### src/rtl/core/slab_ram.sv
// ----------------------------------------------------------------------------
// Generic RAM
// Single write port, single read port with registered read data.
// ----------------------------------------------------------------------------
module slab_ram #(
  parameter int Width = 8,
  parameter int Depth = 16
) (
  input  logic                     clk_i,
  input  logic                     we_i,
  input  logic [$clog2(Depth)-1:0] waddr_i,
  input  logic [Width-1:0]         wdata_i,
  input  logic [$clog2(Depth)-1:0] raddr_i,
  output logic [Width-1:0]         rdata_o
);
  logic [Width-1:0] mem_q [Depth];

  // Write and registered read
  always_ff @(posedge clk_i) begin
    if (we_i) begin
      mem_q[waddr_i] <= wdata_i;
    end
    rdata_o <= mem_q[raddr_i];
  end
endmodule

### config.mk
export PLATFORM = sky130hd
export DESIGN_NAME = slab_ram
export DESIGN_NICKNAME = d
export VERILOG_FILES = /design/src/rtl/core/slab_ram.sv
export SDC_FILE = /design/constraint.sdc
export NUM_CORES = 1
export LEC_CHECK = 0
export ABC_AREA = 0
export BUFFER_PORTS_ARGS = -buffer_cell sky130_fd_sc_hd__buf_4
export CORE_MARGIN = 2
export CORE_UTILIZATION = 45
export CTS_CLUSTER_DIAMETER = 100
export DETAILED_ROUTE_END_ITERATION = 8
export GPL_ROUTABILITY_DRIVEN = 0
export GPL_TIMING_DRIVEN = 0
export SYNTH_ARGS = -nofsm -noshare
export SYNTH_HDL_FRONTEND = slang
export SYNTH_SLANG_ARGS = --single-unit
### constraint.sdc
create_clock -name clk_i -period 2.3 [get_ports clk_i]
set_input_delay 0.23 -clock clk_i [delete_from_list [all_inputs] [get_ports clk_i]]
set_output_delay 0.23 -clock clk_i [all_outputs]
set_load 0.02 [all_outputs]
==> results.md <==
* Commonest non-fill, non-tap cell in the layout: edfxtp_1
* Dpl hpwl at 6108 um
* Worst hold slack at 152.5 ps
* Vias in the first global route at 2,431
* Synth warn at 0
* Antenna fix cells at 0
* Total number of vias at 2,366
* Synth Instances at between 200 and 250
* Startpoint Class: input port
* Pins over their slew limit at 0
* Syn_area_per_cell at 22.48 sq um
* Cell Area, Synth at 0.005147 sq mm
* Register area at 0.004004 sq mm
* WS Path Type: input port to register
* DRC viols at 0
* Internal power at 4.580 mW
* PD cells at 935.4 mW/mm^2
* Global-route wire length before repair at 14,900 um
* Critical Path RT at 2320 ps
* Row Count at 39
* Design area at 0.006081 sq mm
* CP endpoint kind: register
* Reg2reg path depth at 3
* Sw frac at 0.1948
* Status: finished, final reports clean
* Drt total wl at 9822 um
* Max-Cap Viols at 0
* CP Max Fanout at 8
* TritonCTS Buffers at 17
* Clock share of power at 0.458
* Largest net degree at the start of global routing at 17
* Commonest non-fill, non-tap cells in the layout: 128 x edfxtp_1, 25 x buf_4, 18 x mux4_2
* CP startpoint: waddr_i[2]
* Initial DRC count at 137
* Final worst-path cycle share at 0.7935
* Combinational share of power at 0.052
* Power after layout at 5.688 mW
* Reg2reg setup slack at roughly 850 ps
* Clock latency at the later pin of the worst-skew pair at 400 ps
* Least-Margin Pin Slew at 1263 ps
* Clock tree buffer depth at 2
* Cell variety after synth at 19
* Worst Hold Class: input port to register
* Dpl cells at ~400
* Area of the multi-input gates at 0.001062 sq mm
* Starting Density at 0.4567
* Hold buffers post-CTS at 0
* Vias/cell at 5.528
* Layout Area Growth over Synthesis at 18.13%
* CTS tree: done
* Worst Skew at 5.467 ps
* RR Endpoint: rdata_o[0]$_DFF_P_
* Minimum clock period at 1825 ps
* CTS Sinks at 136
* Placed instance area at 0.005507 sq mm
* Highest Clock Rate at 0.5479 GHz
* Power share of the sequential group at 0.490
* Total GRT Usage at 0.1730
* Worst VDD drop at 0.3472 mV
* Psw at ~1.1 mW
* Antenna Nets Post-Route at 0
* Synth Net Count at 247
* # port buffers at 24
* Finished Layout Cells at 428
* Die area at 0.01231 sq mm
* Sequential area share after synthesis at 0.7778
* Antenna violations before repair at 0
* Final setup violation count at 0
* I/O pins at 26
* CP arrival at 1840 ps
* H-Tree Depth at 4
* Chip width at 111.0 um
* Total gr overflow at 0
* Final Hold Vio Count at 0
* First drt pass iteration count at 5
* Layout cells sized above 1 at 0.2842
* Postcts setup bufs at 0
* Core ar. at 0.01127 sq mm
* Final net count at 290
* Critical path endpoint: mem_q[0][6]$_DFFE_PP_
* Drt wl/cell at 22.95 um
* Seq cells post-synth at 136
* Clock slew at reported path FFs at 50 ps
* CTS resizes at 0
* Clock root cell: clkbuf_16
* Max_slew headroom at 0.1514
* Chip Height at 111.0 um
* Pleak at 2.045 nW
* # fillers at 847
* RSZ-0062 raised after global routing: false
* RR Startpoint: mem_q[5][0]$_DFFE_PP_
[worst max-delay path: stages]
cell and delay, ps:
buf_4 120, or3b_2 530, nor3_1 960
[how the worst min path moves through the flow]
stage                           from  slack, ps                endpoint  cells past startpoint
after global routing      wdata_i[6]        150   mem_q[6][6]$_DFFE_PP_                      1
after floorplan           wdata_i[0]        330   mem_q[0][0]$_DFFE_PP_                      0
after detailed placement  wdata_i[2]        560  mem_q[11][2]$_DFFE_PP_                      1
final                     wdata_i[2]        150  mem_q[10][2]$_DFFE_PP_                      1
after global placement    wdata_i[2]        550  mem_q[10][2]$_DFFE_PP_                      1
after CTS                 wdata_i[2]        140  mem_q[10][2]$_DFFE_PP_                      1
[stage by stage]
step / setup slack, ps / TNS [ps] / utilization
global placement: -29.49 / -233.0 / 0.4885
detailed placement: 2.473 / 0 / 0.4885
CTS: 435.9 / 0 / 0.5390
floorplan: 577.1 / 0 / -
global route: 341.9 / 0 / 0.5395
finish: 474.9 / 0 / 0.5395
[cell families (layout without fill, tap and decap cells)]
kind of cell / after synthesis / after routing / share of synthesized area
flip-flops: 136 / 136 / 0.7778
AND/OR/NAND/NOR: 35 / 35 / 0.03184
buffers and inverters: 10 / 66 / 0.01677
AO/OA/AOI/OAI: 16 / 16 / 0.02334
multiplexers: 32 / 32 / 0.1502
[synthesized netlist by cell type (all sizes together)]
cell	n	area, sq um
a22oi	16	120.1
and2	1	6.260
and2b	1	7.510
buf	7	56.30
clkdlybuf4s25	3	30.03
dfxtp	8	160.2
edfxtp	128	3844
mux4	32	773.2
nand2	9	33.78
nand2b	2	12.51
nand3	1	5.000
nand3b	2	15.01
nor2	13	48.80
nor2b	1	6.260
nor3	4	20.02
or3b	1	8.760
[routing by layer]
metal  part of all wire  track usage  vias up
li1                   -            -     1064
met1               0.43       0.2396     1219
met2               0.50       0.2687       81
met3              0.068      0.05194        2
met4             0.0048      0.05250        0
met5                  0            0        -
[registers in the layout, indices dropped and copies added, names as in the netlist]
name / cells
mem_q: 128
rdata_o: 8
[area by class of cell]
type                            instances  share of cell area
Buffer                                 10             0.01420
Tap cell                              143             0.02942
Timing Repair Buffer                   24             0.02963
Multi-Input combinational cell         83              0.1747
Clock inverter                         12             0.02181
Sequential cell                       136              0.6584
Clock buffer                           20             0.07181
[power groups by stage]
stage | combinational [mW] | clock (mW) | sequential, mW
floorplan | 0.141 | 0 | 2.85
global route | 0.321 | 2.77 | 2.79
CTS | 0.302 | 2.64 | 2.79
detailed placement | 0.302 | 0 | 2.84
global placement | 0.296 | 0 | 2.83
finish | 0.298 | 2.60 | 2.79
No activity file was read; power rests on OpenSTA's default activity.
